<file path="src/hw/rtl/cooperative_task_scheduler_top_assert.svh">
// Assertion macros shared by the scheduler RTL.
`ifndef COOPERATIVE_TASK_SCHEDULER_TOP_ASSERT_SVH
`define COOPERATIVE_TASK_SCHEDULER_TOP_ASSERT_SVH

// Same-cycle implication, sampled on clk, off while rst_n is low.
`define CTS_ASSERT_IMPLY(label, ante, cons, msg) \
  label: assert property (@(posedge clk) disable iff (!rst_n) (ante) |-> (cons)) \
    else $error(msg);

// Next-cycle implication, sampled on clk, off while rst_n is low.
`define CTS_ASSERT_NEXT(label, ante, cons, msg) \
  label: assert property (@(posedge clk) disable iff (!rst_n) (ante) |=> (cons)) \
    else $error(msg);

`endif

</file>
<file path="src/hw/rtl/cts_pkg.sv">
// Types and constants for the cooperative task scheduler.
package cts_pkg;

  localparam int unsigned TASK_SLOTS  = 8;
  localparam int unsigned CMD_W       = 2;
  localparam int unsigned HANDLE_W    = 16;
  localparam int unsigned DELAY_W     = 16;
  localparam int unsigned PEND_W      = 8;
  localparam int unsigned DEL_W       = 3;
  localparam int unsigned KIND_W      = 2;
  localparam int unsigned SLOT_W      = 4;
  localparam int unsigned MAX_RESULTS = 8;
  localparam int unsigned EMIT_W      = $clog2(MAX_RESULTS);

  localparam logic [PEND_W-1:0] PENDING_MAX = 8'd255;

  localparam logic [CMD_W-1:0] CMD_TICK     = 2'd0;
  localparam logic [CMD_W-1:0] CMD_ADD      = 2'd1;
  localparam logic [CMD_W-1:0] CMD_DELETE   = 2'd2;
  localparam logic [CMD_W-1:0] CMD_DISPATCH = 2'd3;

  localparam logic [KIND_W-1:0] KIND_ADD  = 2'd0;
  localparam logic [KIND_W-1:0] KIND_DONE = 2'd1;
  localparam logic [KIND_W-1:0] KIND_RUN  = 2'd2;
  localparam logic [KIND_W-1:0] KIND_NONE = 2'd3;

  typedef struct packed {
    logic [HANDLE_W-1:0] handle;
    logic [DELAY_W-1:0]  delay;
    logic [DELAY_W-1:0]  period;
    logic [PEND_W-1:0]   pending;
  } slot_rec_t;

  typedef struct packed {
    slot_rec_t rec;
    logic      emit;
    logic      ready;
    logic      keep;
  } slot_upd_t;

endpackage

</file>
<file path="src/hw/rtl/cts_chan_if.sv">
// Command and result channel interfaces of the scheduler.
interface cts_in_if;
  logic                          valid;
  logic                          ready;
  logic [cts_pkg::CMD_W-1:0]     command;
  logic [cts_pkg::HANDLE_W-1:0]  task_handle;
  logic [cts_pkg::DELAY_W-1:0]   first_delay;
  logic [cts_pkg::DELAY_W-1:0]   repeat_period;
  logic [cts_pkg::DEL_W-1:0]     slot_to_delete;

  modport source (output valid, command, task_handle, first_delay, repeat_period,
                  slot_to_delete, input ready);
  modport sink (input valid, command, task_handle, first_delay, repeat_period,
                slot_to_delete, output ready);
endinterface

interface cts_out_if;
  logic                          valid;
  logic                          ready;
  logic [cts_pkg::KIND_W-1:0]    result_kind;
  logic [cts_pkg::SLOT_W-1:0]    slot_index;
  logic [cts_pkg::HANDLE_W-1:0]  run_handle;
  logic                          last_of_run;

  modport source (output valid, result_kind, slot_index, run_handle, last_of_run,
                  input ready);
  modport sink (input valid, result_kind, slot_index, run_handle, last_of_run,
                output ready);
endinterface

</file>
<file path="src/hw/rtl/cts_slot_mem.sv">
// Slot table memory: one write port, one registered read port.
module cts_slot_mem #(
  parameter int unsigned DEPTH = 8,
  parameter int unsigned AW    = 3
) (
  input  logic               clk,
  input  logic               wr_en,
  input  logic [AW-1:0]      wr_addr,
  input  cts_pkg::slot_rec_t wr_data,
  input  logic               rd_en,
  input  logic [AW-1:0]      rd_addr,
  output cts_pkg::slot_rec_t rd_data_r
);

  cts_pkg::slot_rec_t mem_r [DEPTH];

  always_ff @(posedge clk) begin
    if (wr_en) begin
      mem_r[wr_addr] <= wr_data;
    end
    if (rd_en) begin
      rd_data_r <= mem_r[rd_addr];
    end
  end

endmodule

</file>
<file path="src/hw/rtl/cts_slot_alu.sv">
// Shared per-slot update unit for tick and dispatch.
module cts_slot_alu (
  input  logic [cts_pkg::CMD_W-1:0] op,
  input  cts_pkg::slot_rec_t        rec_in,
  output cts_pkg::slot_upd_t        upd
);

  always_comb begin
    upd.rec  = rec_in;
    upd.emit = 1'b0;
    upd.keep = 1'b1;
    case (op)
      cts_pkg::CMD_TICK: begin
        if (rec_in.delay == '0) begin
          if (rec_in.pending != cts_pkg::PENDING_MAX) begin
            upd.rec.pending = rec_in.pending + 8'd1;
          end
          // periodic task: reload so it comes due again after period ticks
          if (rec_in.period != '0) begin
            upd.rec.delay = rec_in.period - 16'd1;
          end
        end else begin
          upd.rec.delay = rec_in.delay - 16'd1;
        end
      end
      cts_pkg::CMD_DISPATCH: begin
        if (rec_in.pending != '0) begin
          upd.emit        = 1'b1;
          upd.rec.pending = rec_in.pending - 8'd1;
          // one-shot task leaves the table after its first run
          if (rec_in.period == '0) begin
            upd.keep = 1'b0;
          end
        end
      end
      default: begin
      end
    endcase
    upd.ready = upd.keep && (upd.rec.pending != '0);
  end

endmodule

</file>
<file path="src/hw/rtl/cooperative_task_scheduler_top.sv">
// Tick and dispatch walk the slots in order, reading one while the one before goes through
// the update unit; a dispatch gives a result per ready slot, up to MAX_RESULTS, and a tick
// or a dispatch with none ready gives one at the end. Add scans for a free slot; delete
// frees the slot on accept. One command at a time; the next is accepted the cycle after
// the final result loads. Output stalls hold the walk. Reset (synchronous) frees all slots
// at once by clearing the occupancy and ready bits; the slot memory itself is not cleared.
`include "cooperative_task_scheduler_top_assert.svh"

module cooperative_task_scheduler_top (
  input  logic      clk,
  input  logic      rst_n,
  cts_in_if.sink    in_chan,
  cts_out_if.source out_chan
);

  localparam int unsigned TASK_SLOTS = cts_pkg::TASK_SLOTS;
  localparam int unsigned IDX_W = (TASK_SLOTS > 1) ? $clog2(TASK_SLOTS) : 1;
  localparam int unsigned CNT_W = $clog2(TASK_SLOTS + 1);

  localparam logic [1:0] S_IDLE = 2'd0;
  localparam logic [1:0] S_FIND = 2'd1;
  localparam logic [1:0] S_WALK = 2'd2;
  localparam logic [1:0] S_FIN  = 2'd3;

  logic [1:0]                   state_r, state_nxt;
  logic [cts_pkg::CMD_W-1:0]    cmd_r, cmd_nxt;
  logic [cts_pkg::HANDLE_W-1:0] handle_r;
  logic [cts_pkg::DELAY_W-1:0]  delay_r;
  logic [cts_pkg::DELAY_W-1:0]  period_r;
  logic [CNT_W-1:0]             idx_r, idx_nxt;
  logic                         pv_r, pv_nxt;
  logic [IDX_W-1:0]             proc_idx_r, proc_idx_nxt;
  logic [cts_pkg::EMIT_W-1:0]   emit_cnt_r, emit_cnt_nxt;
  logic [TASK_SLOTS-1:0]        occ_r, occ_nxt;
  logic [TASK_SLOTS-1:0]        rdy_r, rdy_nxt;
  logic [cts_pkg::KIND_W-1:0]   fin_kind_r, fin_kind_nxt;
  logic [cts_pkg::SLOT_W-1:0]   fin_slot_r, fin_slot_nxt;
  logic                         out_valid_r;
  logic [cts_pkg::KIND_W-1:0]   out_kind_r;
  logic [cts_pkg::SLOT_W-1:0]   out_slot_r;
  logic [cts_pkg::HANDLE_W-1:0] out_handle_r;
  logic                         out_last_r;

  logic                         accept;
  logic                         out_free;
  logic                         out_load;
  logic [cts_pkg::KIND_W-1:0]   ld_kind;
  logic [cts_pkg::SLOT_W-1:0]   ld_slot;
  logic [cts_pkg::HANDLE_W-1:0] ld_handle;
  logic                         ld_last;
  logic [IDX_W-1:0]             del_idx;
  logic [IDX_W-1:0]             scan_idx;
  logic                         mem_we;
  logic [IDX_W-1:0]             mem_waddr;
  cts_pkg::slot_rec_t           mem_wdata;
  logic                         rd_en;
  cts_pkg::slot_rec_t           rd_data;
  cts_pkg::slot_upd_t           upd;
  logic                         proc_live;
  logic                         stall;
  logic                         above_any;
  logic                         emit_last;

  cts_slot_mem #(
    .DEPTH (TASK_SLOTS),
    .AW    (IDX_W)
  ) u_mem (
    .clk       (clk),
    .wr_en     (mem_we),
    .wr_addr   (mem_waddr),
    .wr_data   (mem_wdata),
    .rd_en     (rd_en),
    .rd_addr   (scan_idx),
    .rd_data_r (rd_data)
  );

  cts_slot_alu u_alu (
    .op     (cmd_r),
    .rec_in (rd_data),
    .upd    (upd)
  );

  assign accept        = in_chan.valid && in_chan.ready;
  assign in_chan.ready = (state_r == S_IDLE);
  assign out_free      = !out_valid_r || out_chan.ready;
  assign del_idx       = IDX_W'(in_chan.slot_to_delete);
  assign scan_idx      = idx_r[IDX_W-1:0];

  assign proc_live = pv_r && occ_r[proc_idx_r];
  assign stall     = proc_live && upd.emit && !out_free;

  // any ready slot left past the one being dispatched
  always_comb begin
    above_any = 1'b0;
    for (int j = 0; j < TASK_SLOTS; j++) begin
      if (rdy_r[j] && (j > int'(proc_idx_r))) begin
        above_any = 1'b1;
      end
    end
  end

  assign emit_last = (emit_cnt_r == cts_pkg::EMIT_W'(cts_pkg::MAX_RESULTS - 1)) ||
                     !above_any;

  always_comb begin
    state_nxt    = state_r;
    cmd_nxt      = cmd_r;
    idx_nxt      = idx_r;
    pv_nxt       = pv_r;
    proc_idx_nxt = proc_idx_r;
    emit_cnt_nxt = emit_cnt_r;
    occ_nxt      = occ_r;
    rdy_nxt      = rdy_r;
    fin_kind_nxt = fin_kind_r;
    fin_slot_nxt = fin_slot_r;
    mem_we       = 1'b0;
    mem_waddr    = proc_idx_r;
    mem_wdata    = upd.rec;
    rd_en        = 1'b0;
    out_load     = 1'b0;
    ld_kind      = fin_kind_r;
    ld_slot      = fin_slot_r;
    ld_handle    = '0;
    ld_last      = 1'b1;

    case (state_r)
      S_IDLE: begin
        if (accept) begin
          cmd_nxt      = in_chan.command;
          idx_nxt      = '0;
          pv_nxt       = 1'b0;
          emit_cnt_nxt = '0;
          case (in_chan.command)
            cts_pkg::CMD_TICK, cts_pkg::CMD_DISPATCH: begin
              state_nxt = S_WALK;
            end
            cts_pkg::CMD_ADD: begin
              if (in_chan.task_handle == '0) begin
                fin_kind_nxt = cts_pkg::KIND_ADD;
                fin_slot_nxt = cts_pkg::SLOT_W'(TASK_SLOTS);
                state_nxt    = S_FIN;
              end else begin
                state_nxt = S_FIND;
              end
            end
            cts_pkg::CMD_DELETE: begin
              if (32'(in_chan.slot_to_delete) < TASK_SLOTS) begin
                occ_nxt[del_idx] = 1'b0;
                rdy_nxt[del_idx] = 1'b0;
              end
              fin_kind_nxt = cts_pkg::KIND_DONE;
              fin_slot_nxt = '0;
              state_nxt    = S_FIN;
            end
            default: begin
            end
          endcase
        end
      end
      S_FIND: begin
        if (!occ_r[scan_idx]) begin
          mem_we            = 1'b1;
          mem_waddr         = scan_idx;
          mem_wdata.handle  = handle_r;
          mem_wdata.delay   = delay_r;
          mem_wdata.period  = period_r;
          mem_wdata.pending = '0;
          occ_nxt[scan_idx] = 1'b1;
          rdy_nxt[scan_idx] = 1'b0;
          fin_kind_nxt      = cts_pkg::KIND_ADD;
          fin_slot_nxt      = cts_pkg::SLOT_W'(idx_r);
          state_nxt         = S_FIN;
        end else if (idx_r == CNT_W'(TASK_SLOTS - 1)) begin
          fin_kind_nxt = cts_pkg::KIND_ADD;
          fin_slot_nxt = cts_pkg::SLOT_W'(TASK_SLOTS);
          state_nxt    = S_FIN;
        end else begin
          idx_nxt = idx_r + CNT_W'(1);
        end
      end
      S_WALK: begin
        // read slot idx while slot proc_idx goes through the update unit
        if (!stall) begin
          if (idx_r != CNT_W'(TASK_SLOTS)) begin
            rd_en        = 1'b1;
            pv_nxt       = 1'b1;
            proc_idx_nxt = scan_idx;
            idx_nxt      = idx_r + CNT_W'(1);
          end else begin
            pv_nxt = 1'b0;
          end
          if (proc_live) begin
            mem_we              = 1'b1;
            occ_nxt[proc_idx_r] = upd.keep;
            rdy_nxt[proc_idx_r] = upd.ready;
            if (upd.emit) begin
              out_load     = 1'b1;
              ld_kind      = cts_pkg::KIND_RUN;
              ld_slot      = cts_pkg::SLOT_W'(proc_idx_r);
              ld_handle    = rd_data.handle;
              ld_last      = emit_last;
              emit_cnt_nxt = emit_cnt_r + cts_pkg::EMIT_W'(1);
              if (emit_last) begin
                state_nxt = S_IDLE;
              end
            end
          end
          if (!pv_r && (idx_r == CNT_W'(TASK_SLOTS))) begin
            fin_kind_nxt = (cmd_r == cts_pkg::CMD_TICK) ? cts_pkg::KIND_DONE
                                                        : cts_pkg::KIND_NONE;
            fin_slot_nxt = '0;
            state_nxt    = S_FIN;
          end
        end
      end
      S_FIN: begin
        if (out_free) begin
          out_load  = 1'b1;
          state_nxt = S_IDLE;
        end
      end
      default: begin
        state_nxt = S_IDLE;
      end
    endcase
  end

  always_ff @(posedge clk) begin
    if (!rst_n) begin
      state_r     <= S_IDLE;
      cmd_r       <= cts_pkg::CMD_TICK;
      idx_r       <= '0;
      pv_r        <= 1'b0;
      proc_idx_r  <= '0;
      emit_cnt_r  <= '0;
      occ_r       <= '0;
      rdy_r       <= '0;
      out_valid_r <= 1'b0;
    end else begin
      state_r     <= state_nxt;
      cmd_r       <= cmd_nxt;
      idx_r       <= idx_nxt;
      pv_r        <= pv_nxt;
      proc_idx_r  <= proc_idx_nxt;
      emit_cnt_r  <= emit_cnt_nxt;
      occ_r       <= occ_nxt;
      rdy_r       <= rdy_nxt;
      out_valid_r <= out_load ? 1'b1 : (out_chan.ready ? 1'b0 : out_valid_r);
    end
  end

  always_ff @(posedge clk) begin
    if (accept) begin
      handle_r <= in_chan.task_handle;
      delay_r  <= in_chan.first_delay;
      period_r <= in_chan.repeat_period;
    end
    fin_kind_r <= fin_kind_nxt;
    fin_slot_r <= fin_slot_nxt;
    if (out_load) begin
      out_kind_r   <= ld_kind;
      out_slot_r   <= ld_slot;
      out_handle_r <= ld_handle;
      out_last_r   <= ld_last;
    end
  end

  assign out_chan.valid       = out_valid_r;
  assign out_chan.result_kind = out_kind_r;
  assign out_chan.slot_index  = out_slot_r;
  assign out_chan.run_handle  = out_handle_r;
  assign out_chan.last_of_run = out_last_r;

  `CTS_ASSERT_IMPLY(a_rdy_subset_occ, 1'b1, (rdy_r & ~occ_r) == '0, "ready bit on a free slot")
  `CTS_ASSERT_IMPLY(a_load_when_free, out_load, !out_valid_r || out_chan.ready, "result overrun")
  `CTS_ASSERT_IMPLY(a_no_port_clash, mem_we && rd_en, mem_waddr != scan_idx, "slot rw clash")
  `CTS_ASSERT_NEXT(a_last_to_idle, out_load && ld_last, state_r == S_IDLE, "busy after last")

endmodule

</file>
<file path="src/flat_wrapper.sv">
// flat-port wrapper written by rule: the top's interface ports become plain ports
module cooperative_task_scheduler_top_flat 
  (clk, rst_n, in_chan_valid, in_chan_command, in_chan_task_handle, in_chan_first_delay, in_chan_repeat_period, in_chan_slot_to_delete, in_chan_ready, out_chan_valid, out_chan_result_kind, out_chan_slot_index, out_chan_run_handle, out_chan_last_of_run, out_chan_ready);
  cts_in_if in_chan_i ();
  cts_out_if out_chan_i ();
  input  logic clk;
  input  logic rst_n;
  input wire logic [$bits(in_chan_i.valid)-1:0] in_chan_valid;
  input wire logic [$bits(in_chan_i.command)-1:0] in_chan_command;
  input wire logic [$bits(in_chan_i.task_handle)-1:0] in_chan_task_handle;
  input wire logic [$bits(in_chan_i.first_delay)-1:0] in_chan_first_delay;
  input wire logic [$bits(in_chan_i.repeat_period)-1:0] in_chan_repeat_period;
  input wire logic [$bits(in_chan_i.slot_to_delete)-1:0] in_chan_slot_to_delete;
  output wire logic [$bits(in_chan_i.ready)-1:0] in_chan_ready;
  output wire logic [$bits(out_chan_i.valid)-1:0] out_chan_valid;
  output wire logic [$bits(out_chan_i.result_kind)-1:0] out_chan_result_kind;
  output wire logic [$bits(out_chan_i.slot_index)-1:0] out_chan_slot_index;
  output wire logic [$bits(out_chan_i.run_handle)-1:0] out_chan_run_handle;
  output wire logic [$bits(out_chan_i.last_of_run)-1:0] out_chan_last_of_run;
  input wire logic [$bits(out_chan_i.ready)-1:0] out_chan_ready;
  assign in_chan_i.valid = in_chan_valid;
  assign in_chan_i.command = in_chan_command;
  assign in_chan_i.task_handle = in_chan_task_handle;
  assign in_chan_i.first_delay = in_chan_first_delay;
  assign in_chan_i.repeat_period = in_chan_repeat_period;
  assign in_chan_i.slot_to_delete = in_chan_slot_to_delete;
  assign in_chan_ready = in_chan_i.ready;
  assign out_chan_valid = out_chan_i.valid;
  assign out_chan_result_kind = out_chan_i.result_kind;
  assign out_chan_slot_index = out_chan_i.slot_index;
  assign out_chan_run_handle = out_chan_i.run_handle;
  assign out_chan_last_of_run = out_chan_i.last_of_run;
  assign out_chan_i.ready = out_chan_ready;
  cooperative_task_scheduler_top u_core (.clk(clk), .rst_n(rst_n), .in_chan(in_chan_i), .out_chan(out_chan_i));
endmodule
</file>
<file path="config.mk">
export PLATFORM = sky130hd
export DESIGN_NAME = cooperative_task_scheduler_top_flat
export DESIGN_NICKNAME = d
export VERILOG_FILES = /design/src/hw/rtl/cts_pkg.sv /design/src/hw/rtl/cts_chan_if.sv /design/src/hw/rtl/cts_slot_mem.sv /design/src/hw/rtl/cts_slot_alu.sv /design/src/hw/rtl/cooperative_task_scheduler_top.sv /design/src/flat_wrapper.sv
export VERILOG_INCLUDE_DIRS = /design/src /design/src/hw/rtl
export SDC_FILE = /design/constraint.sdc
export NUM_CORES = 1
export LEC_CHECK = 0
export BUFFER_PORTS_ARGS = -buffer_cell sky130_fd_sc_hd__buf_2
export CAP_MARGIN = 40
export CORE_MARGIN = 2
export CORE_UTILIZATION = 59
export CTS_BUF_LIST = sky130_fd_sc_hd__clkbuf_16
export DETAILED_ROUTE_END_ITERATION = 12
export PLACE_DENSITY = 0.74
export SLEW_MARGIN = 25
export SYNTH_ARGS = -nofsm -noshare
export SYNTH_HDL_FRONTEND = slang
export SYNTH_SLANG_ARGS = --single-unit
</file>
<file path="constraint.sdc">
create_clock -name clk -period 6.1 [get_ports clk]
set_input_delay 1.22 -clock clk [delete_from_list [all_inputs] [get_ports clk]]
set_output_delay 1.22 -clock clk [all_outputs]
set_load 0.01 [all_outputs]
</file>
==> impl_metrics.json <==
{
  "status": "finished, final reports clean",
  "syn_inst": 1587,
  "yosys_register_bits": 612,
  "wl_mm": 55.5,
  "worstReg2RegEnd": "u_core.u_mem.mem_r[3][46]",
  "worst_path_dominant_cell_family": "simple AND/OR/NAND/NOR gates",
  "yosys.cell_types.count": 72,
  "power_switching_uw": 3670,
  "grt_overflow_total": 0,
  "power.combinational.fraction": 0.239,
  "nFillCells": 2915,
  "endpoint_kind": "flip-flop",
  "number_of_buffers_and_inverters_on_the_critical_path": 1,
  "first_pass_grt_wire_length_mm": 85.1,
  "numClockSinks": 612,
  "timing.fmax_ghz": 0.225,
  "worst_min_path_start": "u_core.rdy_r[6]",
  "finalCriticalPeriod_ns": 4.44,
  "row_count": 76,
  "swShare": 0.299,
  "syn_std_cell_area_um2": 25700,
  "timing.final.crit_share": 0.728,
  "nNetsFinal": 1755,
  "regToRegSetupSlack_ns": 1.66,
  "placedCellCount": 2197,
  "tritoncts": "yes",
  "timing.clock.skew_ns": 0.0250,
  "post_cts.repair.setup_buffers": 0,
  "ir_worst_vdd_mv": 0.305,
  "slew_headroom": 0.442,
  "num_antenna_cells": 0,
  "drt-vias-per-instance": 6.26,
  "clk_root_buffer_cell": "clkbuf_16",
  "type_of_the_worst_setup_path": "reg -> reg",
  "drt_first_iter_violations": 1434,
  "synthFlopType": "edfxtp_1",
  "dieArea_um2": 45200,
  "crit_arrival_ns": 4.71,
  "timing.max_cap.violations": 0,
  "cts-resized-gates": 0,
  "seqPwrFrac": 0.478,
  "clock_insertion_delay_worst_skew_ns": 0.61,
  "rr_startpoint": "u_core.idx_r[0]",
  "hold_end": "u_core.rdy_r[6]",
  "hold_viol": 0,
  "share_of_the_core_filled_with_cells": 0.672,
  "area_growth_pct": 12.6,
  "synth_warnings": 0,
  "final_antenna_net_count": 0,
  "pwr_density_cell_nw_per_um2": 426,
  "synth-async-reset-ratio": 0,
  "tightestPinTransition_ns": 0.825,
  "detail_route.wl_per_cell_um": 24.0,
  "critical_path.cell_chain": "mux4_2, mux2i_1, nand2_2, nor2_1, a21oi_1, or2_2, nor2_4, buf_12",
  "coreArea_um2": 43000,
  "layout-drive-gt1-share": 0.232,
  "die_h_um": 213,
  "final_max_slew_viol_count": 0,
  "max-clock-path-buffers": 3,
  "vias": 14500,
  "synth_edf_count": 581,
  "min_path_type": "reg -> reg",
  "synth-seq-area-share": 0.704,
  "path_clk_slew_ns": 0.06,
  "whs_ns": 0.475,
  "rsz0062_at_grt": "false",
  "post-place-ws_ns": 1.66,
  "required_ns": 6.37,
  "setup_viol": 0,
  "die_width_um": 213,
  "ios": 82,
  "summed_negative_setup_slack_over_all_endpoints_ns": 0,
  "cts-htree-levels": 2,
  "ff2ff_path_depth": 8,
  "syn-num-nets": 1663,
  "hold_buffers": 0,
  "worst_slack_ns": 1.66,
  "total_half_perimeter_wirelength_after_legalization_and_detailed_placement_mm": 33.1,
  "port_buffer_count": 81,
  "grt_use_total": 0.252,
  "drt_first_pass_iters": 6,
  "timing.critical_path.slowest_stage_cell": "dfxtp_4",
  "power.internal_uw": 8620,
  "critical_path_peak_fanout": 42,
  "remaining_drc_errors": 0,
  "antenna_found_initial": 0,
  "initial_utilization": 0.597,
  "globalplace.congestion": 0.870,
  "grt_max_degree": 59,
  "cp-start-kind": "flip-flop",
  "leakage_uw": 0.00934,
  "share_clk_of_total_power": 0.283,
  "final-instance-count-excl-fill": 2312,
  "critical_path.max_stage_delay_ns": 0.85,
  "tritoncts.num_buffers": 60,
  "first_global_vias": 14600,
  "synth.avg_cell_area_um2": 16.2,
  "timing.hold.worst_path_depth": 2
}
-- how the worst max path moves through the flow --
stage	start	endpoint	slack [ns]	cells past startpoint
3_5_place_dp	u_core.idx_r[0]	u_core.u_mem.mem_r[5][39]	1.66	7
6_report	u_core.idx_r[0]	u_core.u_mem.mem_r[3][46]	1.66	8
5_1_grt	u_core.idx_r[0]	u_core.u_mem.mem_r[3][46]	1.39	8
4_1_cts	u_core.idx_r[0]	u_core.u_mem.mem_r[3][43]	1.62	8
3_3_place_gp	u_core.idx_r[0]	u_core.u_mem.mem_r[3][22]	1.76	7
2_1_floorplan	u_core.u_mem.rd_data_r[0]	u_core.pv_r	0.63	10
-- worst min-delay path: cells and delay by family, from the launching register on --
| family | cells | cell delay, ns |
|---|---|---|
| AOI/OAI and AO/OA | 1 | 0.05 |
| and+or+nand+nor | 1 | 0.06 |
| DFF | 1 | 0.32 |
-- layout by cell type, fill, tap and decap left out, types with 21 or more instances in the layout --
| cell type | netlist | routed |
|---|---|---|
| a21oi_1 | 45 | 44 |
| buf_4 | 0 | 22 |
| mux4_2 | 114 | 114 |
| clkbuf_16 | 0 | 61 |
| nand3_1 | 33 | 33 |
| and2_1 | 22 | 21 |
| dfxtp_1 | 31 | 28 |
| mux2_2 | 59 | 59 |
| o21ai_0 | 47 | 47 |
| inv_1 | 29 | 47 |
| nor3_1 | 22 | 22 |
| buf_2 | 4 | 83 |
| edfxtp_1 | 581 | 581 |
| nor2_1 | 100 | 91 |
| nand2_1 | 148 | 147 |
-- logic make-up after synthesis --
kind of cell,count (synthesis),share of synthesized area
DFF,612,0.704
and+or+nand+nor,429,0.0807
AOI/OAI and AO/OA,213,0.0540
muxes,186,0.131
buffers and inverters,119,0.0176
adders and majority gates,19,0.00927
xor gates and xnor gates,9,0.00307
-- synth_stat cells (5+ instances only) --
cell type    n  share of area
nand4_1      6         0.0015
mux4_2     114           0.10
a211oi_1     6         0.0018
and3_1       5         0.0012
o21ai_1      9         0.0018
a22oi_1      8         0.0023
o21a_1       5         0.0015
nand2_1    148          0.022
inv_1       29         0.0042
o21ai_0     47         0.0092
nor3b_1      7         0.0020
a31oi_1     11         0.0027
mux2i_1     13         0.0051
nor3_1      22         0.0043
a221oi_1     8         0.0027
nor2b_1     12         0.0029
clkbuf_1    72          0.011
nand2b_1    12         0.0029
xnor2_1      5         0.0017
o22ai_1     17         0.0041
and2_1      22         0.0054
a21oi_1     45         0.0088
or3_1       11         0.0027
nand3_1     33         0.0064
edfxtp_1   581           0.68
nor2_1     100          0.015
a21o_1      10         0.0029
buf_1       12         0.0018
ha_1        19         0.0093
or4_1        7         0.0020
mux2_2      59          0.026
nor4_1      20         0.0049
dfxtp_1     31          0.024
o31ai_1     13         0.0038
-- cell type report --
type | count | area, µm² | area share
repair buffers | 118 | 870 | 0.0301
flip-flops and latches | 612 | 18100 | 0.626
clock inverters | 49 | 332 | 0.0115
multi-input cells | 856 | 7220 | 0.250
well taps | 585 | 732 | 0.0253
inverters | 31 | 116 | 0.00403
clock buffers | 61 | 1530 | 0.0529
-- state kept, by name (all words and copies together), names as in the netlist, 3 cells and up --
signal	cells
u_core.idx_r	4
u_core.u_mem.rd_data_r	56
u_core.delay_r	16
u_core.emit_cnt_r	3
u_core.out_chan.slot_index	4
u_core.occ_r	8
u_core.handle_r	16
u_core.proc_idx_r	3
u_core.fin_slot_r	4
u_core.rdy_r	7
u_core.period_r	16
u_core.out_chan.run_handle	16
u_core.u_mem.mem_r	448
-- power groups by stage --
stage	logic [µW]	registers [µW]	clock network, µW
2_1_floorplan	2080	5800	0
3_5_place_dp	2880	5960	0
3_3_place_gp	2700	5950	0
6_report	2930	5880	3480
4_1_cts	2910	5880	3540
5_1_grt	3210	5910	3700
-- metal layers --
layer / vias up / routed length [µm] / global-route usage
met2: 568 / 27100 / 0.408
met5: - / 0 / 0
met3: 82 / 3650 / 0.0414
met1: 7358 / 23700 / 0.363
met4: 0 / 1060 / 0.0651
li1: 6455 / - / -
-- stage by stage --
stage	area (µm²)	power, µW
after floorplan	25700	7880
after global placement	26800	8660
after detailed placement	27000	8850
after CTS	28800	12300
after global routing	28900	12800
final	28900	12300
No activity file was read; power rests on OpenSTA's default activity.
